$ cat src/sv/ler_ram.sv
// Generic single-port-write, single-port-read RAM with registered read data.
// No dependencies.
module ler_ram #(
    parameter int WIDTH = 32,
    parameter int DEPTH = 48
) (
    input  logic                     i_clk,
    input  logic                     i_we,
    input  logic [$clog2(DEPTH)-1:0] i_waddr,
    input  logic [WIDTH-1:0]         i_wdata,
    input  logic [$clog2(DEPTH)-1:0] i_raddr,
    output logic [WIDTH-1:0]         o_rdata
);

    logic [WIDTH-1:0] r_mem [DEPTH];

    always_ff @(posedge i_clk) begin
        if (i_we) begin
            r_mem[i_waddr] <= i_wdata;
        end
        o_rdata <= r_mem[i_raddr];
    end

endmodule
$ cat config.mk
export PLATFORM = sky130hd
export DESIGN_NAME = ler_ram
export DESIGN_NICKNAME = d
export VERILOG_FILES = /design/src/sv/ler_ram.sv
export SDC_FILE = /design/constraint.sdc
export NUM_CORES = 1
export LEC_CHECK = 0
export BUFFER_PORTS_ARGS = -buffer_cell sky130_fd_sc_hd__buf_2
export CAP_MARGIN = 40
export CORE_ASPECT_RATIO = 1.2
export CORE_MARGIN = 1.5
export CORE_UTILIZATION = 50
export DETAILED_ROUTE_END_ITERATION = 16
export GPL_TIMING_DRIVEN = 0
export PLACE_DENSITY_LB_ADDON = 0.08
export SLEW_MARGIN = 20
export SYNTH_ARGS = -nofsm -noshare
export SYNTH_HDL_FRONTEND = slang
export SYNTH_SLANG_ARGS = --single-unit
$ cat constraint.sdc
create_clock -name i_clk -period 5.3 [get_ports i_clk]
set_clock_uncertainty 0.2 [all_clocks]
set_input_delay 0.53 -clock i_clk [delete_from_list [all_inputs] [get_ports i_clk]]
set_output_delay 0.53 -clock i_clk [all_outputs]
set_load 0.02 [all_outputs]
After elaboration in Yosys (flattened, before gate mapping)
Memory sizes are Yosys's and may differ from the RTL's. A register that Yosys moved wholly into a read port is not among the register bits.
Index checks and enable logic that the tools add are counted.

operators by class
  bitwise gates (word level) = 0
  equal/unequal tests = 0
  multipliers = 0
  shifts and indexed selects = 0
  add/subtract/negate cells = 0
  order comparisons = 0
  div/mod/pow operators = 0
  reductions and logical operators = 0
  muxes and demuxes = 2

operator list
  cell               count
  two-way mux 1 bit  2

word-level totals
  bits in writable memories = 1536
  bits in registers = 0
  word-level logic and storage cells = 3
  memories kept = 1
  output and inout port bits = 32
  bits of input ports = 46
  latch bits = 0
  ROM bits = 0

memories
  memory  depth  bits a word  rd ports  clocked after memory_dff  wr ports  line  RTL
  r_mem   48     32           1         1                         1         15    logic [WIDTH-1:0] r_mem [DEPTH];

Longest topological paths before layout
  depth after elaboration = 2
  gate-level depth with buffers = 9
  depth with buffers taken out = 5

Worst setup path after synthesis
No wires, ideal clock.

  path type = in2reg
  start point = input i_waddr[3]
  end point = memory r_mem[18][0] (enable)
  setup slack = 1419 ps
  buffers on the path = 0
  cell stages on the path = 3
  arrival = 3220 ps
  path through = nor4bb_1 > nand2_1 > nor3_1

RTL lines
  what                line  RTL
  start: declaration  9     input logic [$clog2(DEPTH)-1:0] i_waddr,
  end: declaration    15

Straight into the memory's write port.

==> flow_summary.ini <==
[die]
die_x_um = 320
num_rows = 139
initial_utilization = 0.504
core-area_um2 = 119000
pin_count = 78
die_area_um2 = 122000
die_y_um = 383

[setup_path]
cp-start-kind = input port
cp_max_fo = 10
cp-end-kind = flip-flop
cp.arrival_ns = 3.43
critPathKind = input port to flip-flop
required_ns = 5.71

[grt]
antenna_found_initial = 6
grt_use_met1 = 0.365
grt_pass1_wl_um = 234000
grt_pass1_vias = 31200
met3_usage = 0.0437
grt-busiest-layer = met2
grt_max_degree = 49
grtUsageMet2 = 0.471
grt_use_total = 0.277
grt_overflow_total = 0

[flow_run]
max_cap_violations = 0

[placement]
place.detailed.hpwl_um = 116000
dpl_cell_area_um2 = 65500
pre_cts_slack_ns = 1.49
dpl.cell_count = 4671
globalplace.congestion = 0.840
port_buffers = 72

[power_and_ir_drop]
ir_drop_mv = 0.324
power.total_mw = 26.2
powerDensity_nw_per_um2 = 367
leakage_nw = 24.1

[timing]
tightest_slew_ns = 0.900
slew_viol_final = 0
setup_slack_ns = 2.28
min_period_ns = 3.02
max_freq_ghz = 0.331
rsz0062_at_grt = no
setup_violations = 0
fin_crit_sh = 0.570
holdWs_ns = 0.202
maxSlewHeadroom = 0.400
hold_viol_final = 0

[final_layout]
stdcell_count = 5015
regArea_um2 = 46800
layout-drive-gt1-share = 0.226
nFillCells = 8485
stdcell_area_um2 = 71500
multi_input_comb_area_um2 = 12700
syn_to_final_growth_pct = 18.8
nets = 3386

[clock_tree]
cts_root_buf = clkbuf_16
cts_tree = built
cts_buffer_depth = 3
cts-resized-gates = 0
cts.sink_count = 1568
cts_buffers = 153
cts_max_level = 4
insertion_delay_ns = 0.79
clk_pin_slew_ns = 0.06

[drt]
ant_nets = 0
drc = 0
drt_first_pass_iters = 6
wirelength_um = 168000
via_per_inst = 6.15
drt_iter0_drc = 3277
vias = 30900
wl_per_cell_um = 33.6

[synth]
synth_area_leaders = edfxtp_1 77%, mux2i_1 8.5%, mux4_2 6.0%, a22oi_1 1.6%, dfxtp_1 1.1%
synth_cell_type_count = 30
yosysTopAreaCell = edfxtp_1
syn_area_per_cell_um2 = 20.7
synthFlopType = edfxtp_1
yosysSeqAreaShare = 0.777
synth_cells = 2912
yosysWarnings = 0
synth-edff-count = 1536
synth_top_area_frac = 0.767
synth_top_cells_by_count = 1536 x edfxtp_1, 512 x mux2i_1, 160 x mux4_2
synth.most_common_cell = edfxtp_1
syn_area_um2 = 60200
syn_nets = 2958
async_reset_ff_frac = 0
ys_ff_latch = 1568

[min_path]
worstHoldPathType = input port to flip-flop

[status]
run_status = finished clean
[cell usage in the layout, fill, tap and decap left out, drive strengths merged]
cell / netlist / layout
nor3: 4 / 4
nor4bb: 1 / 1
buf: 103 / 345
nand4: 1 / 1
nand4b: 1 / 1
o41ai: 32 / 32
nor2: 47 / 47
and2: 1 / 1
or3: 1 / 1
o22ai: 32 / 32
nand3: 5 / 5
a22oi: 128 / 128
dlygate4sd3: 0 / 31
inv: 0 / 7
dfxtp: 32 / 32
or2: 1 / 1
a22o: 64 / 64
edfxtp: 1536 / 1536
clkinv: 0 / 42
nand3b: 1 / 1
clkbuf: 71 / 275
nor2b: 6 / 6
a21oi: 64 / 64
bufinv: 0 / 17
or3b: 1 / 1
mux2i: 512 / 512
nand2: 39 / 39
diode: 0 / 2
mux4: 160 / 160
a221oi: 64 / 64
clkinvlp: 0 / 7
nand2b: 5 / 5
[layout make-up]
cell class                 instances  share of cell area
antenna                            2           0.0000700
clock buffer                     204              0.0585
multi-input combinational       1170               0.178
sequential                      1568               0.654
timing repair buffer             273              0.0561
clock inverter                    73              0.0115
tap                             1551              0.0272
buffer                           174              0.0147
[flip-flops by register name (all words and copies together), names as in the netlist]
name	flops
r_mem	1536
o_rdata	32
[per-stage QoR]
step,util,TNS [ns]
after floorplan,-,0
after global placement,0.523,-461.81
after detailed placement,0.548,0
after CTS,0.590,0
after global routing,0.598,0
final,0.598,0
[where the power goes]
group | switching, mW | internal [mW]
registers | 0.0363 | 13.7
clock network | 4.55 | 6.37
logic | 0.983 | 0.561
[critical path, stage by stage]
cell and delay, ns:
buf_2 0.25, and2_1 0.26, buf_6 0.17, clkbuf_1 0.33
a22o_1 0.31, a221oi_1 0.62, o22ai_1 0.25, o41ai_2 0.68
[metal layers]
metal | share of wire | up-vias
met5 | 0.000059 | -
met4 | 0.031 | 2
met3 | 0.067 | 269
met2 | 0.51 | 1311
met1 | 0.40 | 16300
li1 | - | 13000
[repair_timing]
item,4_1_cts,5_1_grt
hold buffers,2,29
endpoints found under the hold margin,24,226
setup buffers,0,0
[path summary, 6_finish.rpt]
kind | end | cells past startpoint | startpoint | slack (ns)
min reg2reg | o_rdata[5] | 4 | r_mem[18][5] | 0.67
max reg2reg | o_rdata[10] | 5 | r_mem[21][10] | 2.74
max | o_rdata[10] | 8 | i_raddr[2] | 2.28
min | r_mem[42][20] | 1 | i_wdata[20] | 0.20
[kinds of logic (layout without fill, tap and decap cells)]
family / after synthesis / in the layout / synth area share
buffers and inverters: 174 / 724 / 0.0174
muxes: 672 / 672 / 0.145
DFF: 1568 / 1568 / 0.777
AOI/OAI and AO/OA: 384 / 384 / 0.0519
and+or+nand+nor: 114 / 114 / 0.00826
other: 0 / 2 / 0
Power figures use the tool's default switching activity.
